===== config.mk =====
export PLATFORM = sky130hd
export DESIGN_NAME = day_keyed_vitals_accumulator_table
export DESIGN_NICKNAME = d
export VERILOG_FILES = /design/src/hw/rtl/vka_pkg.sv /design/src/hw/rtl/vka_cell.sv /design/src/hw/rtl/vka_div.sv /design/src/hw/rtl/day_keyed_vitals_accumulator_table.sv
export SDC_FILE = /design/constraint.sdc
export NUM_CORES = 2
export LEC_CHECK = 0
export ABC_AREA = 1
export BUFFER_PORTS_ARGS = -buffer_cell sky130_fd_sc_hd__buf_2
export CAP_MARGIN = 20
export CORE_MARGIN = 3
export CORE_UTILIZATION = 56
export CTS_CLUSTER_SIZE = 20
export DETAILED_ROUTE_END_ITERATION = 6
export HOLD_SLACK_MARGIN = 0.02
export PLACE_DENSITY = 0.83
export RECOVER_POWER = 100
export SYNTH_ARGS = -nofsm -noshare
export SYNTH_HDL_FRONTEND = slang
export SYNTH_SLANG_ARGS = --single-unit

===== constraint.sdc =====
create_clock -name aclk -period 126.7 [get_ports aclk]
set_input_delay 38.01 -clock aclk [delete_from_list [all_inputs] [get_ports aclk]]
set_output_delay 38.01 -clock aclk [all_outputs]
set_load 0.01 [all_outputs]

===== src/hw/rtl/vka_pkg.sv =====
`timescale 1ns / 1ps
`default_nettype none
// ----------------------------------------------------------------------------
// vka_pkg
// Shared widths, codes, record type and saturating helpers for the day table.
// ----------------------------------------------------------------------------
package vka_pkg;

    localparam int DAY_SLOTS_DEF = 16;
    localparam int FRAC_BITS_DEF = 4;

    localparam int KEY_W  = 27;
    localparam int SUM_W  = 32;
    localparam int CNT_W  = 24;
    localparam int RATE_W = 12;
    localparam int AVG_W  = 16;
    localparam int LIM_W  = 7;
    localparam int RND_W  = RATE_W + 1;

    localparam logic [1:0] CMD_ADD   = 2'd0;
    localparam logic [1:0] CMD_MERGE = 2'd1;
    localparam logic [1:0] CMD_READ  = 2'd2;

    localparam logic [1:0] KIND_STATUS = 2'd0;
    localparam logic [1:0] KIND_ROW    = 2'd1;
    localparam logic [1:0] KIND_EMPTY  = 2'd2;

    localparam logic [1:0] CFG_HEART_MIN  = 2'd0;
    localparam logic [1:0] CFG_HEART_MAX  = 2'd1;
    localparam logic [1:0] CFG_BREATH_MIN = 2'd2;
    localparam logic [1:0] CFG_BREATH_MAX = 2'd3;

    typedef struct packed {
        logic             used;
        logic [KEY_W-1:0] day;
        logic [SUM_W-1:0] hsum;
        logic [CNT_W-1:0] hcnt;
        logic [SUM_W-1:0] bsum;
        logic [CNT_W-1:0] bcnt;
    } rec_t;

    function automatic logic [SUM_W-1:0] sat_sum(input logic [SUM_W-1:0] a,
                                                 input logic [SUM_W-1:0] b);
        logic [SUM_W:0] s;
        s = {1'b0, a} + {1'b0, b};
        return s[SUM_W] ? {SUM_W{1'b1}} : s[SUM_W-1:0];
    endfunction

    function automatic logic [CNT_W-1:0] sat_cnt(input logic [CNT_W-1:0] a,
                                                 input logic [CNT_W-1:0] b);
        logic [CNT_W:0] s;
        s = {1'b0, a} + {1'b0, b};
        return s[CNT_W] ? {CNT_W{1'b1}} : s[CNT_W-1:0];
    endfunction

endpackage
`default_nettype wire


===== src/hw/rtl/vka_cell.sv =====
`timescale 1ns / 1ps
`default_nettype none
// ----------------------------------------------------------------------------
// vka_cell
// One slot of the day table; passes its record to the neighbour on shift.
// ----------------------------------------------------------------------------
module vka_cell import vka_pkg::*; (
    input  wire logic aclk,
    input  wire logic aresetn,
    input  wire logic shift_en,
    input  wire rec_t rec_in,
    output rec_t      rec_out
);

    rec_t rec_reg;

    always_ff @(posedge aclk) begin
        if (!aresetn) begin
            rec_reg.used <= 1'b0;
        end else if (shift_en) begin
            rec_reg <= rec_in;
        end
    end

    assign rec_out = rec_reg;

endmodule
`default_nettype wire


===== src/hw/rtl/vka_div.sv =====
`timescale 1ns / 1ps
`default_nettype none
// ----------------------------------------------------------------------------
// vka_div
// Restoring divider, one quotient bit per cycle, saturated 16-bit quotient.
// ----------------------------------------------------------------------------
module vka_div import vka_pkg::*; (
    input  wire logic             aclk,
    input  wire logic             aresetn,
    input  wire logic             start,
    input  wire logic [SUM_W:0]   dividend,
    input  wire logic [CNT_W-1:0] divisor,
    output logic                  busy,
    output logic [AVG_W-1:0]      quotient
);

    localparam int DW = SUM_W + 1;
    localparam int SW = $clog2(DW + 1);

    logic [CNT_W-1:0] rem_reg;
    logic [CNT_W-1:0] div_reg;
    logic [DW-1:0]    dq_reg;
    logic [SW-1:0]    step_reg;
    logic             busy_reg;
    logic [CNT_W:0]   rem_sh;
    logic [CNT_W:0]   diff;
    logic             ge;

    assign rem_sh = {rem_reg, dq_reg[DW-1]};
    assign ge     = rem_sh >= {1'b0, div_reg};
    assign diff   = rem_sh - {1'b0, div_reg};

    always_ff @(posedge aclk) begin
        if (!aresetn) begin
            busy_reg <= 1'b0;
            step_reg <= '0;
        end else if (start) begin
            busy_reg <= 1'b1;
            step_reg <= '0;
            rem_reg  <= '0;
            dq_reg   <= dividend;
            div_reg  <= divisor;
        end else if (busy_reg) begin
            rem_reg  <= ge ? diff[CNT_W-1:0] : rem_sh[CNT_W-1:0];
            dq_reg   <= {dq_reg[DW-2:0], ge};
            step_reg <= step_reg + SW'(1);
            if (step_reg == SW'(DW - 1)) begin
                busy_reg <= 1'b0;
            end
        end
    end

    assign busy     = busy_reg;
    assign quotient = (|dq_reg[DW-1:AVG_W]) ? {AVG_W{1'b1}} : dq_reg[AVG_W-1:0];

endmodule
`default_nettype wire


===== src/hw/rtl/day_keyed_vitals_accumulator_table.sv =====
// Add and merge requests: an accept state, a search pass over all DAY_SLOTS slots,
// a pick state, a write-back pass over all slots and an output state.
// Read requests: per row a scan pass over all slots, a pick state, a divide state
// when a row is found and an output state; one request at a time.
// The row of cells rotates one slot per cycle during every pass.
// Synchronous active-low reset marks all slots free and restores the limits.
`timescale 1ns / 1ps
`default_nettype none
// ----------------------------------------------------------------------------
// day_keyed_vitals_accumulator_table
// Per-day heart and breath accumulator table with sorted read-out.
// ----------------------------------------------------------------------------
module day_keyed_vitals_accumulator_table import vka_pkg::*; #(
    parameter int DAY_SLOTS = DAY_SLOTS_DEF,
    parameter int FRAC_BITS = FRAC_BITS_DEF
) (
    input  wire logic         aclk,
    input  wire logic         aresetn,
    input  wire logic         s_tvalid,
    output logic              s_tready,
    // day_key, heart_present, heart_value, breath_present, breath_value,
    // merge_heart_sum, merge_heart_count, merge_breath_sum,
    // merge_breath_count, read_limit
    input  wire logic [175:0] s_tdata,
    // command
    input  wire logic [1:0]   s_tuser,
    output logic              m_tvalid,
    input  wire logic         m_tready,
    // changed, row_day, heart count, heart_valid, heart_average,
    // breath count, breath_valid, breath_average
    output logic [111:0]      m_tdata,
    // kind
    output logic [1:0]        m_tuser,
    output logic              m_tlast,
    input  wire logic         cfg_wr_en,
    input  wire logic [1:0]   cfg_index,
    input  wire logic [11:0]  cfg_wdata
);

    localparam int IW = (DAY_SLOTS > 1) ? $clog2(DAY_SLOTS) : 1;
    localparam logic [IW-1:0] LAST_IDX = IW'(DAY_SLOTS - 1);
    localparam int TW = RATE_W + 2;

    typedef enum logic [2:0] {
        ST_IDLE, ST_SCAN, ST_PICK, ST_APPLY, ST_RSCAN, ST_RPICK, ST_DIV, ST_ROW
    } state_t;

    // request fields
    logic [1:0]        in_cmd;
    logic [KEY_W-1:0]  in_key;
    logic              in_hp, in_bp;
    logic [RATE_W-1:0] in_hv, in_bv;
    logic [SUM_W-1:0]  in_mhs, in_mbs;
    logic [CNT_W-1:0]  in_mhc, in_mbc;
    logic [LIM_W-1:0]  in_lim;

    assign in_cmd = s_tuser;
    assign in_key = s_tdata[26:0];
    assign in_hp  = s_tdata[27];
    assign in_hv  = s_tdata[39:28];
    assign in_bp  = s_tdata[40];
    assign in_bv  = s_tdata[52:41];
    assign in_mhs = s_tdata[84:53];
    assign in_mhc = s_tdata[108:85];
    assign in_mbs = s_tdata[140:109];
    assign in_mbc = s_tdata[164:141];
    assign in_lim = s_tdata[171:165];

    logic [RATE_W-1:0] heart_min_reg, heart_max_reg, breath_min_reg, breath_max_reg;

    always_ff @(posedge aclk) begin
        if (!aresetn) begin
            heart_min_reg  <= 12'd480;
            heart_max_reg  <= 12'd3520;
            breath_min_reg <= 12'd64;
            breath_max_reg <= 12'd960;
        end else if (cfg_wr_en) begin
            unique case (cfg_index)
                CFG_HEART_MIN:  heart_min_reg  <= cfg_wdata;
                CFG_HEART_MAX:  heart_max_reg  <= cfg_wdata;
                CFG_BREATH_MIN: breath_min_reg <= cfg_wdata;
                CFG_BREATH_MAX: breath_max_reg <= cfg_wdata;
                default:        heart_min_reg  <= heart_min_reg;
            endcase
        end
    end

    logic              h_ok, b_ok;
    logic [TW-1:0]     h_tmp, b_tmp;
    logic [RND_W-1:0]  h_rnd, b_rnd;

    assign h_ok  = in_hp && (in_hv >= heart_min_reg) && (in_hv <= heart_max_reg);
    assign b_ok  = in_bp && (in_bv >= breath_min_reg) && (in_bv <= breath_max_reg);
    assign h_tmp = {1'b0, in_hv, 1'b0} + TW'(1 << FRAC_BITS);
    assign b_tmp = {1'b0, in_bv, 1'b0} + TW'(1 << FRAC_BITS);
    assign h_rnd = RND_W'(h_tmp >> (FRAC_BITS + 1));
    assign b_rnd = RND_W'(b_tmp >> (FRAC_BITS + 1));

    state_t            state_reg;
    logic [1:0]        cmd_reg;
    logic [KEY_W-1:0]  key_reg;
    logic              h_ok_reg, b_ok_reg;
    logic [RND_W-1:0]  hr_reg, br_reg;
    logic [SUM_W-1:0]  mhs_reg, mbs_reg;
    logic [CNT_W-1:0]  mhc_reg, mbc_reg;
    logic [LIM_W-1:0]  limit_reg, rows_reg;
    logic [IW-1:0]     k_reg, match_i_reg, free_i_reg, min_i_reg, tgt_reg;
    logic              match_f_reg, free_f_reg, claim_reg;
    logic [KEY_W-1:0]  min_day_reg, last_key_reg;
    logic              found_reg, more_reg;
    rec_t              best_reg;
    logic [1:0]        kind_reg;
    logic              chg_reg;

    logic              m_valid_reg, m_last_reg, m_changed_reg;
    logic [1:0]        m_kind_reg;
    logic [KEY_W-1:0]  m_day_reg;
    logic [CNT_W-1:0]  m_hs_reg, m_bs_reg;
    logic              m_hv_reg, m_bv_reg;
    logic [AVG_W-1:0]  m_ha_reg, m_ba_reg;

    // chain of cells
    rec_t chain [DAY_SLOTS];
    rec_t head, tail_rec, upd_rec;
    logic shift_en;

    assign head     = chain[0];
    assign shift_en = (state_reg == ST_SCAN) || (state_reg == ST_APPLY) ||
                      (state_reg == ST_RSCAN);

    genvar gi;
    generate
        for (gi = 0; gi < DAY_SLOTS; gi++) begin : g_cell
            if (gi == DAY_SLOTS - 1) begin : g_tail
                vka_cell u_cell (
                    .aclk(aclk), .aresetn(aresetn), .shift_en(shift_en),
                    .rec_in(tail_rec), .rec_out(chain[gi])
                );
            end else begin : g_mid
                vka_cell u_cell (
                    .aclk(aclk), .aresetn(aresetn), .shift_en(shift_en),
                    .rec_in(chain[gi+1]), .rec_out(chain[gi])
                );
            end
        end
    endgenerate

    always_comb begin
        rec_t base;
        base = head;
        if (claim_reg) begin
            base.hsum = '0;
            base.hcnt = '0;
            base.bsum = '0;
            base.bcnt = '0;
        end
        upd_rec      = base;
        upd_rec.used = 1'b1;
        upd_rec.day  = key_reg;
        if (cmd_reg == CMD_MERGE) begin
            upd_rec.hsum = sat_sum(base.hsum, mhs_reg);
            upd_rec.hcnt = sat_cnt(base.hcnt, mhc_reg);
            upd_rec.bsum = sat_sum(base.bsum, mbs_reg);
            upd_rec.bcnt = sat_cnt(base.bcnt, mbc_reg);
        end else begin
            if (h_ok_reg) begin
                upd_rec.hsum = sat_sum(base.hsum, SUM_W'(hr_reg));
                upd_rec.hcnt = sat_cnt(base.hcnt, CNT_W'(1));
            end
            if (b_ok_reg) begin
                upd_rec.bsum = sat_sum(base.bsum, SUM_W'(br_reg));
                upd_rec.bcnt = sat_cnt(base.bcnt, CNT_W'(1));
            end
        end
    end

    assign tail_rec = ((state_reg == ST_APPLY) && (k_reg == tgt_reg)) ? upd_rec : head;

    // averaging dividers
    logic             div_start, h_busy, b_busy;
    logic [AVG_W-1:0] h_avg, b_avg;

    assign div_start = (state_reg == ST_RPICK) && found_reg;

    vka_div u_hdiv (
        .aclk(aclk), .aresetn(aresetn), .start(div_start),
        .dividend({1'b0, best_reg.hsum} + (SUM_W+1)'(best_reg.hcnt >> 1)),
        .divisor(best_reg.hcnt), .busy(h_busy), .quotient(h_avg)
    );

    vka_div u_bdiv (
        .aclk(aclk), .aresetn(aresetn), .start(div_start),
        .dividend({1'b0, best_reg.bsum} + (SUM_W+1)'(best_reg.bcnt >> 1)),
        .divisor(best_reg.bcnt), .busy(b_busy), .quotient(b_avg)
    );

    logic out_free, s_acc, elig, row_last;

    assign out_free = !m_valid_reg || m_tready;
    assign s_acc    = s_tvalid && s_tready;
    assign elig     = head.used && (head.day > last_key_reg);
    assign row_last = !more_reg || ((rows_reg + LIM_W'(1)) == limit_reg);

    always_ff @(posedge aclk) begin
        if (!aresetn) begin
            state_reg   <= ST_IDLE;
            m_valid_reg <= 1'b0;
            k_reg       <= '0;
        end else begin
            if (m_valid_reg && m_tready && (state_reg != ST_ROW)) begin
                m_valid_reg <= 1'b0;
            end
            unique case (state_reg)
                ST_IDLE: begin
                    if (s_acc) begin
                        cmd_reg      <= in_cmd;
                        key_reg      <= in_key;
                        h_ok_reg     <= h_ok;
                        b_ok_reg     <= b_ok;
                        hr_reg       <= h_rnd;
                        br_reg       <= b_rnd;
                        mhs_reg      <= in_mhs;
                        mhc_reg      <= in_mhc;
                        mbs_reg      <= in_mbs;
                        mbc_reg      <= in_mbc;
                        limit_reg    <= in_lim;
                        rows_reg     <= '0;
                        last_key_reg <= '0;
                        found_reg    <= 1'b0;
                        more_reg     <= 1'b0;
                        match_f_reg  <= 1'b0;
                        free_f_reg   <= 1'b0;
                        k_reg        <= '0;
                        kind_reg     <= KIND_STATUS;
                        chg_reg      <= 1'b0;
                        if (in_cmd == CMD_READ) begin
                            if (in_lim == '0) begin
                                kind_reg  <= KIND_EMPTY;
                                state_reg <= ST_ROW;
                            end else begin
                                state_reg <= ST_RSCAN;
                            end
                        end else if (in_key != '0 &&
                                     ((in_cmd == CMD_ADD && (h_ok || b_ok)) ||
                                      in_cmd == CMD_MERGE)) begin
                            state_reg <= ST_SCAN;
                        end else begin
                            state_reg <= ST_ROW;
                        end
                    end
                end
                ST_SCAN: begin
                    if (head.used && head.day == key_reg && !match_f_reg) begin
                        match_f_reg <= 1'b1;
                        match_i_reg <= k_reg;
                    end
                    if (!head.used && !free_f_reg) begin
                        free_f_reg <= 1'b1;
                        free_i_reg <= k_reg;
                    end
                    if (k_reg == '0 || head.day < min_day_reg) begin
                        min_day_reg <= head.day;
                        min_i_reg   <= k_reg;
                    end
                    k_reg <= k_reg + IW'(1);
                    if (k_reg == LAST_IDX) begin
                        k_reg     <= '0;
                        state_reg <= ST_PICK;
                    end
                end
                ST_PICK: begin
                    priority if (match_f_reg) begin
                        tgt_reg   <= match_i_reg;
                        claim_reg <= 1'b0;
                        state_reg <= ST_APPLY;
                    end else if (free_f_reg) begin
                        tgt_reg   <= free_i_reg;
                        claim_reg <= 1'b1;
                        state_reg <= ST_APPLY;
                    end else if (key_reg > min_day_reg) begin
                        tgt_reg   <= min_i_reg;
                        claim_reg <= 1'b1;
                        state_reg <= ST_APPLY;
                    end else begin
                        state_reg <= ST_ROW;
                    end
                end
                ST_APPLY: begin
                    k_reg <= k_reg + IW'(1);
                    if (k_reg == LAST_IDX) begin
                        k_reg     <= '0;
                        chg_reg   <= 1'b1;
                        state_reg <= ST_ROW;
                    end
                end
                ST_RSCAN: begin
                    if (elig) begin
                        if (!found_reg || head.day < best_reg.day) begin
                            best_reg <= head;
                        end
                        if (found_reg) begin
                            more_reg <= 1'b1;
                        end
                        found_reg <= 1'b1;
                    end
                    k_reg <= k_reg + IW'(1);
                    if (k_reg == LAST_IDX) begin
                        k_reg     <= '0;
                        state_reg <= ST_RPICK;
                    end
                end
                ST_RPICK: begin
                    if (found_reg) begin
                        kind_reg  <= KIND_ROW;
                        state_reg <= ST_DIV;
                    end else begin
                        kind_reg  <= KIND_EMPTY;
                        state_reg <= ST_ROW;
                    end
                end
                ST_DIV: begin
                    if (!h_busy && !b_busy) begin
                        state_reg <= ST_ROW;
                    end
                end
                ST_ROW: begin
                    if (out_free) begin
                        m_valid_reg   <= 1'b1;
                        m_kind_reg    <= kind_reg;
                        m_changed_reg <= chg_reg;
                        m_day_reg     <= '0;
                        m_hs_reg      <= '0;
                        m_hv_reg      <= 1'b0;
                        m_ha_reg      <= '0;
                        m_bs_reg      <= '0;
                        m_bv_reg      <= 1'b0;
                        m_ba_reg      <= '0;
                        m_last_reg    <= 1'b1;
                        state_reg     <= ST_IDLE;
                        if (kind_reg == KIND_ROW) begin
                            m_day_reg    <= best_reg.day;
                            m_hs_reg     <= best_reg.hcnt;
                            m_hv_reg     <= best_reg.hcnt != '0;
                            m_ha_reg     <= (best_reg.hcnt != '0) ? h_avg : '0;
                            m_bs_reg     <= best_reg.bcnt;
                            m_bv_reg     <= best_reg.bcnt != '0;
                            m_ba_reg     <= (best_reg.bcnt != '0) ? b_avg : '0;
                            m_last_reg   <= row_last;
                            rows_reg     <= rows_reg + LIM_W'(1);
                            last_key_reg <= best_reg.day;
                            found_reg    <= 1'b0;
                            more_reg     <= 1'b0;
                            if (!row_last) begin
                                state_reg <= ST_RSCAN;
                            end
                        end
                    end
                end
                default: state_reg <= ST_IDLE;
            endcase
        end
    end

    assign s_tready = (state_reg == ST_IDLE);
    assign m_tvalid = m_valid_reg;
    assign m_tuser  = m_kind_reg;
    assign m_tlast  = m_last_reg;
    assign m_tdata  = {2'b00, m_ba_reg, m_bv_reg, m_bs_reg, m_ha_reg, m_hv_reg,
                       m_hs_reg, m_day_reg, m_changed_reg};

    a_div_in_div_state: assert property (@(posedge aclk) disable iff (!aresetn)
        h_busy |-> (state_reg == ST_DIV))
        else $error("divider running outside the divide state");

    a_rows_within_limit: assert property (@(posedge aclk) disable iff (!aresetn)
        ((state_reg == ST_RSCAN) || (state_reg == ST_DIV)) |-> (rows_reg < limit_reg))
        else $error("read produced more rows than its limit");

    a_row_key_ascends: assert property (@(posedge aclk) disable iff (!aresetn)
        (state_reg == ST_DIV) |-> (best_reg.day > last_key_reg))
        else $error("row key not above previous row");

endmodule
`default_nettype wire

**After elaboration in Yosys (flattened, before gate mapping)**

Cells that the tools add are included.

- Add/sub/neg operators: 18
- $lt $le $gt $ge: 10
- Equal/unequal tests: 32
- Muxes and demuxes: 83
- Bitwise operators: 1
- Reduce and logical (&&, ||, !) cells: 79

Operators with widths:

| operator | count |
|---|---|
| two-way mux 112 bit | 2 |
| two-way mux 24 bit | 8 |
| two-way mux 140 bit | 1 |
| two-way mux 33 bit | 4 |
| two-way mux 32 bit | 4 |
| two-way mux 56 bit | 2 |
| two-way mux 27 bit | 3 |
| adder 32 x 23 -> 33 bit | 2 |
| adder 32 x 32 -> 33 bit | 2 |
| adder 32 x 9 -> 33 bit | 2 |
| greater-than comparator 27 bit | 2 |
| < comparator 27 bit | 2 |
| case mux 27 bit (2 select lines) | 1 |
| adder 24 x 1 -> 25 bit, second input constant | 2 |
| adder 24 x 24 -> 25 bit | 2 |
| >= comparator 25 x 24 -> 1 bit | 2 |
| nonzero test 24 bit | 2 |
| subtractor 24 bit | 2 |
| two-way mux 3 bit | 13 |
| OR reduction 17 bit | 2 |
| two-way mux 16 bit | 2 |
| adder 13 x 5 -> 14 bit, second input constant | 2 |
| equality test 27 bit | 1 |
| nonzero test 27 bit | 1 |
| other kinds (45) | 157 |

- Register bits after elaboration: 2977
- Bits of input ports: 197
- Output and inout port bits: 117
- Logic and storage cells: 376

**Logic depth before layout (Yosys ltp)**

- Depth in word-level cells: 11
- Gate-level depth with buffers: 22
- Mapped depth without buffers: 18

**Cells and area by module**

From an unflattened synthesis, not the netlist that was laid out.

- Cell total of the unflattened synthesis: 8928
- Area total of the unflattened synthesis: 119084.2 µm²

By module, submodules not included:

| module | times used | cells an instance | area an instance (µm²) | seq. area each (µm²) |
|---|---|---|---|---|
| vka_cell | 16 | 147 | 4222.8 | 4194.0 |
| day_keyed_vitals_accumulator_table | 1 | 5074 | 40293.6 | 16285.6 |
| vka_div (u_bdiv) | 1 | 763 | 5679.2 | 2572.5 |
| vka_div (u_hdiv) | 1 | 739 | 5546.6 | 2572.5 |

**Least setup slack after synthesis**

Ideal clock, no wire load.

- Path kind: input port to flip-flop
- From: in aresetn
- To: reg k_reg[1]
- Library setup time: 0.371 ns
- Arrival: 135.303 ns
- Data required time: 126.329 ns
- Setup slack: -8.974 ns
- Cell stages on the path: 4
- Path buffers: 1
- Cell sequence: clkbuf_1 -> inv_1 -> nor2_1 -> a32o_1

RTL lines:

| item | line | source |
|---|---|---|
| from (decl) | day_keyed_vitals_accumulator_table.sv:18 | `input wire logic aresetn,` |
| to (signal assigned) | day_keyed_vitals_accumulator_table.sv:265 | `k_reg <= k_reg + IW'(1);` |
| to (signal assigned) | day_keyed_vitals_accumulator_table.sv:289 | `k_reg <= k_reg + IW'(1);` |
| to (signal assigned) | day_keyed_vitals_accumulator_table.sv:306 | `k_reg <= k_reg + IW'(1);` |
| to (decl) | day_keyed_vitals_accumulator_table.sv:107 | `logic [IW-1:0] k_reg, match_i_reg, free_i_reg, min_i_reg, tgt_reg;` |

**Final worst setup path**

- From: in aresetn
- To: reg g_cell[14].g_mid.u_cell.rec_reg, in the netlist g_cell[14].g_mid.u_cell.rec_out[66] (enable)

- Cells in the longest elaborated chain, start to end: 1

RTL lines:

| item | line | source |
|---|---|---|
| AND reduction 2 bit (no line) | -- |  |
| to (signal assigned) | vka_cell.sv:21 | `rec_reg <= rec_in;` |
| to (decl) | vka_cell.sv:15 | `rec_t rec_reg;` |

Every way passes these cells.
A chain may end at the register's enable or synchronous reset.

==> metrics.txt <==
status=finished with violations; failing checks=max-capacitance violations, max-slew violations; Most Frequent Cell on Critical Path=clkbuf_1; post-synthesis mux area share=0; IO buf count=307; fin crit period=64.26 ns; die width=464.7 um; First-pass DRT Iterations=6; Crit path required time=127.10 ns; deepest clock path buffer count=4; post-CTS setup buffers=0; Worst EP arrival=64.66 ns; VDD IR max=0.01930 mV; WP buf/inv=8; vias in the first global route=65627; post-route antenna net violation count=0; main combinational cell family by area after synthesis=simple AND/OR/NAND/NOR gates; max reg flops=2100; # IOs=314; Final #Nets=9637; Final period util=0.5072; xor and xnor area share after synthesis=0.01531; achievable frequency=15.56 MHz; # resized after CTS=0; share of cells above drive strength 1=0.07978; 1st-iter DRT viols=7408; Hold WC Path Type=register to register; area leader, netlist=edfxtp_1; R2R Setup Slk=100.09 ns; RSZ-0062 raised after global routing=false; CTS root buffer=clkbuf_16; initial core utilization=0.5662; Slew Viols, Final=3559; overall power=2.674 mW; Post-route DRC=0; slowest cell on the critical path=clkbuf_1; drt wl/cell=22.83 um; CTS buffer count=308; CP peak stage delay=8.15 ns; crit path cell chain=clkbuf_1, inv_1, nor2_1, clkbuf_1, clkbuf_1, clkbuf_1, clkbuf_1, clkbuf_1, clkbuf_1; top cells by area, synth=edfxtp_1, nand2_1, ha_1; top post-synthesis cells by count=edfxtp_1, nand2_1, inv_1; Cells after Synth=8505; overall fraction of global-route tracks in use=0.2503; Slew @ Worst Pin=11.26 ns; sequential fraction of the synthesis area=0.7513; grt ovf=0; Layout area overhead=11.78%; clock sink total=2977; Slew HR=-6.509; HPWL Detailed=182.2 mm; fraction of registers with async set/reset=0; Final Hold Fails=0; final setup fails=0; clock skew=0.08295 ns; Avg Cell Area, Syn=13.85 um2; area share of the largest cell type after synthesis=0.7367; initial antenna violation count=16; Die Area=0.2160 mm2; Lkg Pwr=47.97 nW; critical setup path kind=input port to register; compound-gate portion of the synthesized area=0.05118; Syn. warnings=0; Fill cells=15083; hold bufs inserted after CTS=0; TritonCTS clock tree=done; total negative slack=0 ns; Synth Area in Simple Gates=0.1079; Worst-Skew Late Latency=0.94 ns; largest net degree at the start of global routing=234; Reg clk slew, reported paths=0.07 ns; core area=0.2081 mm2; most common flop cell mapped by yosys=edfxtp_1; startpoint types=input port; Setup crit end kind=register; routed via count=67973; first-pass GRT wire length=404.6 mm; share of synthesized cell area in full adder, half adder and majority cells=0.04300; pwr dens=20.30 mW/mm2; CP delay by family, top=buffers and inverters; FP Rows=167; post-synthesis register bit count=2977; count of unique library cells instantiated by Yosys=71; EDFF count, synth=2891; post-DR vias/cell=5.642; Syn Std Cell Area=0.1178 mm2; most frequent cell after synthesis=edfxtp_1; H-tree Lvls=5; Die Ht=464.7 um; CP Max Fanout=233; Max Cap Viol=47; GPL Wtd Cong=0.9413; WL final=275.1 mm
==> routing by layer <==
metal	track usage	wire length [um]	vias to the layer above	part of all wire
li1	-	-	31528	-
met1	0.3602	116200	32939	0.42
met2	0.3920	127800	2911	0.46
met3	0.03900	20720	591	0.075
met4	0.08967	10290	4	0.037
met5	0	33	-	0.00012
==> stage by stage <==
step / setup slack [ns] / util / cell area [um2] / instances / hold WS, ns
3_5_place_dp: 82.55 / 0.5895 / 122700 / 11515 / 0.4045
4_1_cts: 83.48 / 0.6353 / 132200 / 12035 / 0.3571
6_report: 62.44 / 0.6329 / 131700 / 12047 / 0.3632
3_3_place_gp: 82.71 / 0.5894 / 122700 / 11514 / 0.4000
5_1_grt: 59.83 / 0.6328 / 131700 / 12040 / 0.3705
2_1_floorplan: 29.14 / - / 117800 / 8506 / 0.4003
==> report_power, final <==
group          internal, mW  total, mW  switching (mW)
registers              1.39       1.46          0.0711
logic                0.0709      0.336           0.265
clock network         0.502      0.873           0.371
==> layout make-up <==
| cell class | instances | area [um2] | area share |
|---|---|---|---|
| sequential | 2977 | 88530 | 0.6721 |
| multi-input combinational | 4604 | 25620 | 0.1945 |
| clock buffer | 363 | 8080 | 0.06134 |
| tap | 2788 | 3488 | 0.02648 |
| inverter | 784 | 2949 | 0.02239 |
| timing repair buffer | 366 | 1588 | 0.01205 |
| clock inverter | 157 | 1445 | 0.01097 |
| antenna | 8 | 20.02 | 0.0001520 |
==> logic make-up after synthesis <==
family,after synthesis
other,1
AO/OA/AOI/OAI,1094
adder cells (fa/ha/maj),399
AND/OR/NAND/NOR,2903
buffers and inverters,925
flip-flops,2977
XOR/XNOR,206
==> worst paths after layout <==
| kind | depth (start not counted) | start | to |
|---|---|---|---|
| setup reg to reg | 10 | state_reg[2] | g_cell[14].g_mid.u_cell.rec_out[66] |
| hold reg to reg | 0 | g_cell[14].g_mid.u_cell.rec_out[36] | g_cell[13].g_mid.u_cell.rec_out[36] |
| hold / removal | 0 | g_cell[14].g_mid.u_cell.rec_out[36] | g_cell[13].g_mid.u_cell.rec_out[36] |
| setup / recovery | 9 | aresetn | g_cell[14].g_mid.u_cell.rec_out[66] |
==> cell usage in the layout, fill, tap and decap left out, types with 12 or more instances in the layout <==
| master | count |
|---|---|
| nor3_2 | 12 |
| inv_2 | 13 |
| nor3_1 | 100 |
| nor2_1 | 685 |
| o21ai_1 | 20 |
| buf_2 | 138 |
| nand4_1 | 85 |
| o211ai_1 | 48 |
| o21a_1 | 26 |
| o21bai_1 | 20 |
| nor4_1 | 48 |
| clkbuf_16 | 313 |
| inv_6 | 12 |
| xnor2_1 | 77 |
| edfxtp_1 | 2891 |
| or2_2 | 27 |
| clkbuf_1 | 261 |
| clkinv_2 | 46 |
| clkinv_1 | 55 |
| o21ai_0 | 395 |
| nand3b_1 | 28 |
| a21o_1 | 38 |
| nor2_2 | 35 |
| xor2_1 | 129 |
| nand3_1 | 415 |
| clkinvlp_4 | 14 |
| ha_1 | 389 |
| a21oi_1 | 468 |
| a21boi_0 | 13 |
| nand2_1 | 1389 |
| o22ai_1 | 22 |
| inv_1 | 764 |
| dfxtp_1 | 86 |
| nor2_4 | 25 |
| bufinv_16 | 23 |
No activity file was read; power rests on OpenSTA's default activity.
